$ cat src/ptd_pkg.sv
// shared constants and types for the probe temperature decoder
package ptd_pkg;

  // internal sensors carried in the newer payload, 1 to 5
  localparam int NumSensors = 5;

  localparam int WordW  = 16;
  localparam int LenW   = 8;
  localparam int LaneW  = WordW + 1;
  localparam int TipW   = 19;
  localparam int AmbW   = 21;

  localparam int ProMinLen  = 12;
  localparam int OrigMinLen = 6;
  localparam int MoveOff    = 8;
  localparam int AmbClamp   = 48;
  localparam int ClampW     = 6;

  // ambient scale factor is 16 * 589 / 1487
  localparam int AmbMul = 16 * 589;
  localparam int AmbDiv = 1487;
  localparam int ProdW  = 30;
  localparam int QuotW  = 19;

  // reciprocal of the divisor, exact floor for any ProdW-bit dividend
  localparam int AmbShift = ProdW + 11;
  localparam longint unsigned AmbRecip =
    ((64'd1 << AmbShift) + AmbDiv - 1) / AmbDiv;
  localparam int RecipW = 31;

  typedef logic [WordW-1:0]        word_t;
  typedef logic signed [LaneW-1:0] lane_t;

  // load enables of the ambient scaling stages
  typedef struct packed {
    logic ld_b;
    logic ld_c;
  } ptd_adv_t;

endpackage

$ cat src/probe_temperature_decode.sv
// probe temperature decoder top level
// Takes one beat per clock while in_ready is high and returns one result beat per input
// beat, in order; the pipeline depth is set by the registers of the ambient scaling path
// (input stage, constant multiply, reciprocal multiply, output register). Sensor words go
// through parallel lanes merged by a min stage. The format bit is sampled when a beat is
// accepted. Each stage has its own ready, so bubbles close up while the output is stalled.
module probe_temperature_decode (
  input  logic                            clk,
  input  logic                            rst_n,
  input  logic                            cfg_wr_en,
  input  logic                            cfg_wr_data,
  input  logic                            in_valid,
  output logic                            in_ready,
  input  logic [ptd_pkg::WordW-1:0]       in_word0,
  input  logic [ptd_pkg::WordW-1:0]       in_word1,
  input  logic [ptd_pkg::WordW-1:0]       in_word2,
  input  logic [ptd_pkg::WordW-1:0]       in_word3,
  input  logic [ptd_pkg::WordW-1:0]       in_word4,
  input  logic [ptd_pkg::WordW-1:0]       in_word5,
  input  logic [ptd_pkg::LenW-1:0]        in_payload_length,
  output logic                            out_valid,
  input  logic                            out_ready,
  output logic signed [ptd_pkg::TipW-1:0] out_tip_temp,
  output logic signed [ptd_pkg::AmbW-1:0] out_ambient_temp,
  output logic                            out_reading_valid
);
  import ptd_pkg::*;

  word_t words [6];
  lane_t lane_val [NumSensors];
  lane_t amb_val;
  lane_t lane_min;

  logic gen_r, gen_nxt;
  logic a_vld_r, a_vld_nxt, b_vld_r, b_vld_nxt, c_vld_r, c_vld_nxt;
  logic out_vld_r, out_vld_nxt;
  logic a_load, b_load, c_load, out_load;
  ptd_adv_t adv;

  // stage a
  lane_t a_lane_r [NumSensors];
  lane_t a_amb_r;
  word_t a_t_r;
  word_t a_d_r;
  logic  a_gen_r;
  logic  a_ok_r;
  // stage b
  lane_t b_min_r;
  lane_t b_amb_r;
  word_t b_t_r;
  logic  b_gen_r;
  logic  b_ok_r;
  // stage c
  lane_t c_min_r;
  lane_t c_amb_r;
  word_t c_t_r;
  logic  c_gen_r;
  logic  c_ok_r;
  logic [QuotW-1:0] c_q;
  // output
  logic signed [TipW-1:0] tip_r, tip_nxt;
  logic signed [AmbW-1:0] amb_r, amb_nxt;
  logic                   ok_r;

  logic [ClampW-1:0] lim;
  logic [LaneW-1:0]  diff;
  word_t             d_val;
  logic              len_ok;
  logic [LaneW-1:0]  tip_sum;
  logic [AmbW-2:0]   amb_sum;

  assign words[0] = in_word0;
  assign words[1] = in_word1;
  assign words[2] = in_word2;
  assign words[3] = in_word3;
  assign words[4] = in_word4;
  assign words[5] = in_word5;

  for (genvar g = 0; g < NumSensors; g++) begin : g_lane
    ptd_lane u_lane (
      .word_i (words[g]),
      .val_o  (lane_val[g])
    );
  end

  ptd_lane u_amb_lane (
    .word_i (words[5]),
    .val_o  (amb_val)
  );

  ptd_merge u_merge (
    .lane_i (a_lane_r),
    .min_o  (lane_min)
  );

  // per-stage ready chain
  always_comb begin
    out_load = !out_vld_r || out_ready;
    c_load   = !c_vld_r || out_load;
    b_load   = !b_vld_r || c_load;
    a_load   = !a_vld_r || b_load;
  end

  assign in_ready   = a_load;
  assign adv.ld_b   = b_load;
  assign adv.ld_c   = c_load;

  always_comb begin
    gen_nxt     = cfg_wr_en ? cfg_wr_data : gen_r;
    a_vld_nxt   = a_load   ? in_valid  : a_vld_r;
    b_vld_nxt   = b_load   ? a_vld_r   : b_vld_r;
    c_vld_nxt   = c_load   ? b_vld_r   : c_vld_r;
    out_vld_nxt = out_load ? c_vld_r   : out_vld_r;
  end

  always_ff @(posedge clk) begin
    if (!rst_n) begin
      gen_r     <= 1'b0;
      a_vld_r   <= 1'b0;
      b_vld_r   <= 1'b0;
      c_vld_r   <= 1'b0;
      out_vld_r <= 1'b0;
    end else begin
      gen_r     <= gen_nxt;
      a_vld_r   <= a_vld_nxt;
      b_vld_r   <= b_vld_nxt;
      c_vld_r   <= c_vld_nxt;
      out_vld_r <= out_vld_nxt;
    end
  end

  // original format ambient rise, clamped at zero, and the length check for either format
  always_comb begin
    lim    = (in_word2 < WordW'(AmbClamp)) ? in_word2[ClampW-1:0] : ClampW'(AmbClamp);
    diff   = {1'b0, in_word1} - LaneW'(lim);
    d_val  = diff[LaneW-1] ? '0 : diff[WordW-1:0];
    len_ok = gen_r ? (in_payload_length >= LenW'(ProMinLen))
                   : (in_payload_length >= LenW'(OrigMinLen));
  end

  always_ff @(posedge clk) begin
    if (a_load) begin
      a_lane_r <= lane_val;
      a_amb_r  <= amb_val;
      a_t_r    <= in_word0;
      a_d_r    <= d_val;
      a_gen_r  <= gen_r;
      a_ok_r   <= len_ok;
    end
    if (b_load) begin
      b_min_r <= lane_min;
      b_amb_r <= a_amb_r;
      b_t_r   <= a_t_r;
      b_gen_r <= a_gen_r;
      b_ok_r  <= a_ok_r;
    end
    if (c_load) begin
      c_min_r <= b_min_r;
      c_amb_r <= b_amb_r;
      c_t_r   <= b_t_r;
      c_gen_r <= b_gen_r;
      c_ok_r  <= b_ok_r;
    end
    if (out_load) begin
      tip_r <= tip_nxt;
      amb_r <= amb_nxt;
      ok_r  <= c_ok_r;
    end
  end

  ptd_amb_scale u_amb_scale (
    .clk   (clk),
    .adv_i (adv),
    .d_i   (a_d_r),
    .q_o   (c_q)
  );

  always_comb begin
    tip_sum = {1'b0, c_t_r} + LaneW'(MoveOff);
    amb_sum = (AmbW-1)'(c_t_r) + (AmbW-1)'(c_q) + (AmbW-1)'(MoveOff);
    if (!c_ok_r) begin
      tip_nxt = '0;
      amb_nxt = '0;
    end else if (c_gen_r) begin
      tip_nxt = TipW'(c_min_r);
      amb_nxt = AmbW'(c_amb_r);
    end else begin
      tip_nxt = signed'({1'b0, tip_sum, 1'b0});
      amb_nxt = signed'({amb_sum, 1'b0});
    end
  end

  assign out_valid         = out_vld_r;
  assign out_tip_temp      = tip_r;
  assign out_ambient_temp  = amb_r;
  assign out_reading_valid = ok_r;

endmodule

$ cat src/ptd_lane.sv
// one sensor lane: moves a signed reading 8 away from zero
module ptd_lane (
  input  ptd_pkg::word_t word_i,
  output ptd_pkg::lane_t val_o
);
  import ptd_pkg::*;

  lane_t ext;

  always_comb begin
    ext = lane_t'(signed'(word_i));
    if (word_i == '0) begin
      val_o = '0;
    end else if (word_i[WordW-1]) begin
      val_o = ext - lane_t'(MoveOff);
    end else begin
      val_o = ext + lane_t'(MoveOff);
    end
  end

endmodule

$ cat src/ptd_merge.sv
// merge stage: least of the lane readings
module ptd_merge (
  input  ptd_pkg::lane_t lane_i [ptd_pkg::NumSensors],
  output ptd_pkg::lane_t min_o
);
  import ptd_pkg::*;

  always_comb begin
    min_o = lane_i[0];
    for (int i = 1; i < NumSensors; i++) begin
      if (lane_i[i] < min_o) begin
        min_o = lane_i[i];
      end
    end
  end

endmodule

$ cat src/ptd_amb_scale.sv
// ambient rise scaling: floor(d * 9424 / 1487) over two registered stages
module ptd_amb_scale (
  input  logic                      clk,
  input  ptd_pkg::ptd_adv_t         adv_i,
  input  ptd_pkg::word_t            d_i,
  output logic [ptd_pkg::QuotW-1:0] q_o
);
  import ptd_pkg::*;

  logic [ProdW-1:0]        prod_r;
  logic [ProdW+RecipW-1:0] recip_prod;
  logic [QuotW-1:0]        q_r;

  // multiply by reciprocal and shift replaces the constant divide
  assign recip_prod = (ProdW+RecipW)'(prod_r) * (ProdW+RecipW)'(AmbRecip);

  always_ff @(posedge clk) begin
    if (adv_i.ld_b) begin
      prod_r <= ProdW'(d_i) * ProdW'(AmbMul);
    end
    if (adv_i.ld_c) begin
      q_r <= recip_prod[AmbShift +: QuotW];
    end
  end

  assign q_o = q_r;

endmodule

$ cat config.mk
export PLATFORM = sky130hd
export DESIGN_NAME = probe_temperature_decode
export DESIGN_NICKNAME = d
export VERILOG_FILES = /design/src/ptd_pkg.sv /design/src/probe_temperature_decode.sv /design/src/ptd_lane.sv /design/src/ptd_merge.sv /design/src/ptd_amb_scale.sv
export SDC_FILE = /design/constraint.sdc
export NUM_CORES = 2
export LEC_CHECK = 0
export BUFFER_PORTS_ARGS = -buffer_cell sky130_fd_sc_hd__clkbuf_2
export CAP_MARGIN = 20
export CORE_MARGIN = 4
export CORE_UTILIZATION = 47
export DETAILED_ROUTE_END_ITERATION = 8
export SKIP_LAST_GASP = 1
export SLEW_MARGIN = 10
export SYNTH_ARGS = -nofsm -noshare
export SYNTH_HDL_FRONTEND = slang
export SYNTH_SLANG_ARGS = --single-unit
export TNS_END_PERCENT = 5
$ cat constraint.sdc
create_clock -name clk -period 12.2 [get_ports clk]
set_input_delay 0.61 -clock clk [delete_from_list [all_inputs] [get_ports clk]]
set_output_delay 0.61 -clock clk [all_outputs]
set_load 0.03 [all_outputs]
==> results by group <==
Drt
  • Final wirelength: about 75,000 um
  • Initial DRC Count: ~1,200
  • DR vias/cell: around 5.4
  • Vias: 21,500
  • Routed length per placed instance: 18.8 um
  • Drt drc: 0
  • Post-route ant nets: 0
  • DR pass1 iterations: 6

Critical path
  • Crit path top cell by count: ha_1
  • RR Endpoint: b_min_r[7]
  • Worst Setup SP: a_lane_r[58]
  • Critical path class: reg -> reg
  • Reg2Reg Depth: 36
  • Reg-to-reg slack, setup: approximately 1.3 ns
  • Worst Setup EP: b_min_r[7]
  • Worst-path fanout max: 38
  • WP data arrival: 11.23 ns
  • Req. time, crit path: 12.49 ns
  • Slowest cell on the critical path: ha_1
  • Crit-path max cell delay: 0.97 ns
  • CP Launch Type: flop
  • Launch point of the worst reg-to-reg path: a_lane_r[58]
  • Nature of the critical path endpoint: flop

Flow run
  • Max cap viols: 0

GRT
  • Largest net degree at the start of global routing: 72
  • Vias in the first global route: roughly 23,000
  • GRT Total Usage: 20.6%
  • Grt total ovfl: 0
  • First-pass GRT wire length: 121,000 um
  • Antenna violations before repair: 2
  • Gr busiest metal: met2
  • Met1 GRT Util: 29.4%
  • GR Layer Usage met3: roughly 2.4%
  • Met2 global-route usage: ~34%

Die
  • DIE WIDTH: 270 um
  • Die area: 0.0731 mm^2
  • Site Rows: 95
  • Num ports: 153
  • Initial Util: 47.8%
  • Die span in y: around 270 um
  • Core ar.: 0.0676 mm^2

STA
  • Worst-Margin Slew: 1.01 ns
  • Fin crit share: 89.7%
  • RSZ-0062 raised after global routing: false
  • Fmax achieved: 91.4 MHz
  • Setup violators final: 0
  • Clock skew: approximately 0.035 ns
  • Final count of hold timing violations: 0
  • Setup TNS after final layout: 0 ns
  • Slew Limit Fails: 0
  • Fin crit period: 10.94 ns
  • Slew Limit Headroom: 32.8%

Yosys
  • Synth Area in Compound Gates: 9.74%
  • Syn Std Cell Area: 0.0323 mm^2
  • Flops & latches, synth: 331
  • Synth cell count leaders: ha_1 (545), inv_1 (494), edfxtp_1 (326)
  • Mux share of post-synthesis cell area: 0.805%
  • Syn Nets: approximately 3,900
  • Syn_area_per_cell: about 11 um^2
  • Post-synth top area share: 30.3%
  • Largest family of logic cells by synthesized area: adder cells
  • Yosys synthesis warning count: 0
  • Post-synth EDFFs: 326
  • Post-Synth Adder-Cell Area: about two fifths
  • Sequential area share after synthesis: 30.6%
  • Top-count cell post-synth: ha_1
  • Post-synthesis simple-gate area fraction: 9.13%
  • Top_reg_cell synth: edfxtp_1
  • Synth async-reset ratio: 0%
  • Ranking of synthesized cells by area: edfxtp_1 (30%), ha_1 (21%), fa_1 (19%)
  • Post-synth cell types: 82
  • Xor/xnor share of the synthesized area: 3.25%
  • Top cell type by total area after synthesis: edfxtp_1
  • Mapped Cells: 2,931

CTS
  • Post-CTS resize count: 0
  • H-tree Lvls: 2
  • Longest Clk Path Bufs: 3
  • Clk slew on worst S/H paths: about 0.06 ns
  • Total clock sinks: between 300 and 400
  • Root buffer cell: clkbuf_16
  • CTS tree: built
  • Total CTS buffers: 38
  • Hold buffer count at CTS: 0
  • Post-CTS Setup Repair Bufs: 0
  • Skew-Pair Late Insertion Delay: 0.57 ns

Placed design
  • Port Buf Inserts: 151
  • Routability Congestion: roughly 0.9
  • Post-DP HPWL: 62,000 um

Final layout
  • Fill cells: 5,921
  • Final Net Count: 4,019
  • Share of layout cells above drive strength 1: 8.70%
  • Area Growth Syn to Fin: 9.36%

Hold path
  • HP Start: in_word4[0]
  • Worst hold stages: 1
  • HP Class: in -> reg

Run status
  • Status: completed
==> worst min path at each step <==
stage | endpoint | slack [ns]
floorplan | b_amb_r[0] | 0.40
global placement | c_amb_r[11] | 0.40
detailed placement | b_amb_r[0] | 0.40
CTS | a_lane_r[18] | 0.22
global route | a_lane_r[18] | 0.23
finish | a_lane_r[0] | 0.25
==> logic make-up after synthesis <==
| kind of cell | Yosys count |
|---|---|
| xor gates and xnor gates | 120 |
| buffers and inverters | 566 |
| adders and majority gates | 847 |
| and+or+nand+nor | 572 |
| AOI/OAI and AO/OA | 469 |
| muxes | 26 |
| DFF | 331 |
==> sequential cells by signal (all words and copies together), names as in the netlist, 17 cells and up <==
register            cells
c_amb_r                17
a_amb_r                17
b_amb_r                17
c_min_r                17
u_amb_scale.prod_r     26
out_tip_temp           19
u_amb_scale.q_o        19
a_lane_r               85
b_min_r                17
out_ambient_temp       21
==> final cells by class <==
class	count	area (um^2)	share of cell area, %
clock inverters	25	355	1.00
flip-flops and latches	331	9890	28.0
repair buffers	163	870	2.46
well taps	873	1090	3.09
multi-input cells	2034	20300	57.5
inverters	494	1860	5.25
diodes	1	2.50	0.00708
clock buffers	44	973	2.75
==> layer usage <==
| metal | routed length [um] | vias to the layer above |
|---|---|---|
| li1 | - | 10400 |
| met5 | 0 | - |
| met1 | 35400 | 10600 |
| met4 | 1300 | 0 |
| met2 | 35200 | 378 |
| met3 | 2660 | 92 |
==> metrics by stage <==
step	util (%)	setup slack (ns)	cells	hold slack [ns]	area, um^2
floorplan	-	3.66	2931	0.400	32300
global placement	50.2	1.39	3892	0.402	34000
detailed placement	50.3	1.07	3893	0.405	34000
CTS	52.2	1.02	3962	0.221	35300
global route	52.3	0.218	3964	0.231	35400
finish	52.3	1.26	3965	0.252	35400
==> worst max-delay path: cells and delay by family, from the launching register on <==
kind / cells / cell delay (ns)
and+or+nand+nor: 12 / 3.59
buffers and inverters: 1 / 0.25
muxes: 2 / 0.49
AOI/OAI and AO/OA: 17 / 3.95
adders and majority gates: 4 / 1.96
DFF: 1 / 0.41
==> placed cells by master, fill, tap and decap left out, types with 16 or more instances in the layout <==
cell type,instances
a21boi_0,18
a21o_1,54
a21oi_1,107
a221oi_1,16
a31oi_1,20
and2_1,31
clkbuf_16,38
clkbuf_2,151
edfxtp_1,326
fa_1,302
ha_1,545
inv_1,493
mux2i_1,26
nand2_1,91
nand2b_1,24
nand3_1,60
nor2_1,165
nor2b_1,63
nor3_1,44
o21a_1,19
o21ai_0,110
o31ai_1,20
xnor2_1,73
xor2_1,47
Power is left out: the tool's default activity adds up to more than one toggle a clock period on the data nets, which glitch-free logic cannot reach.
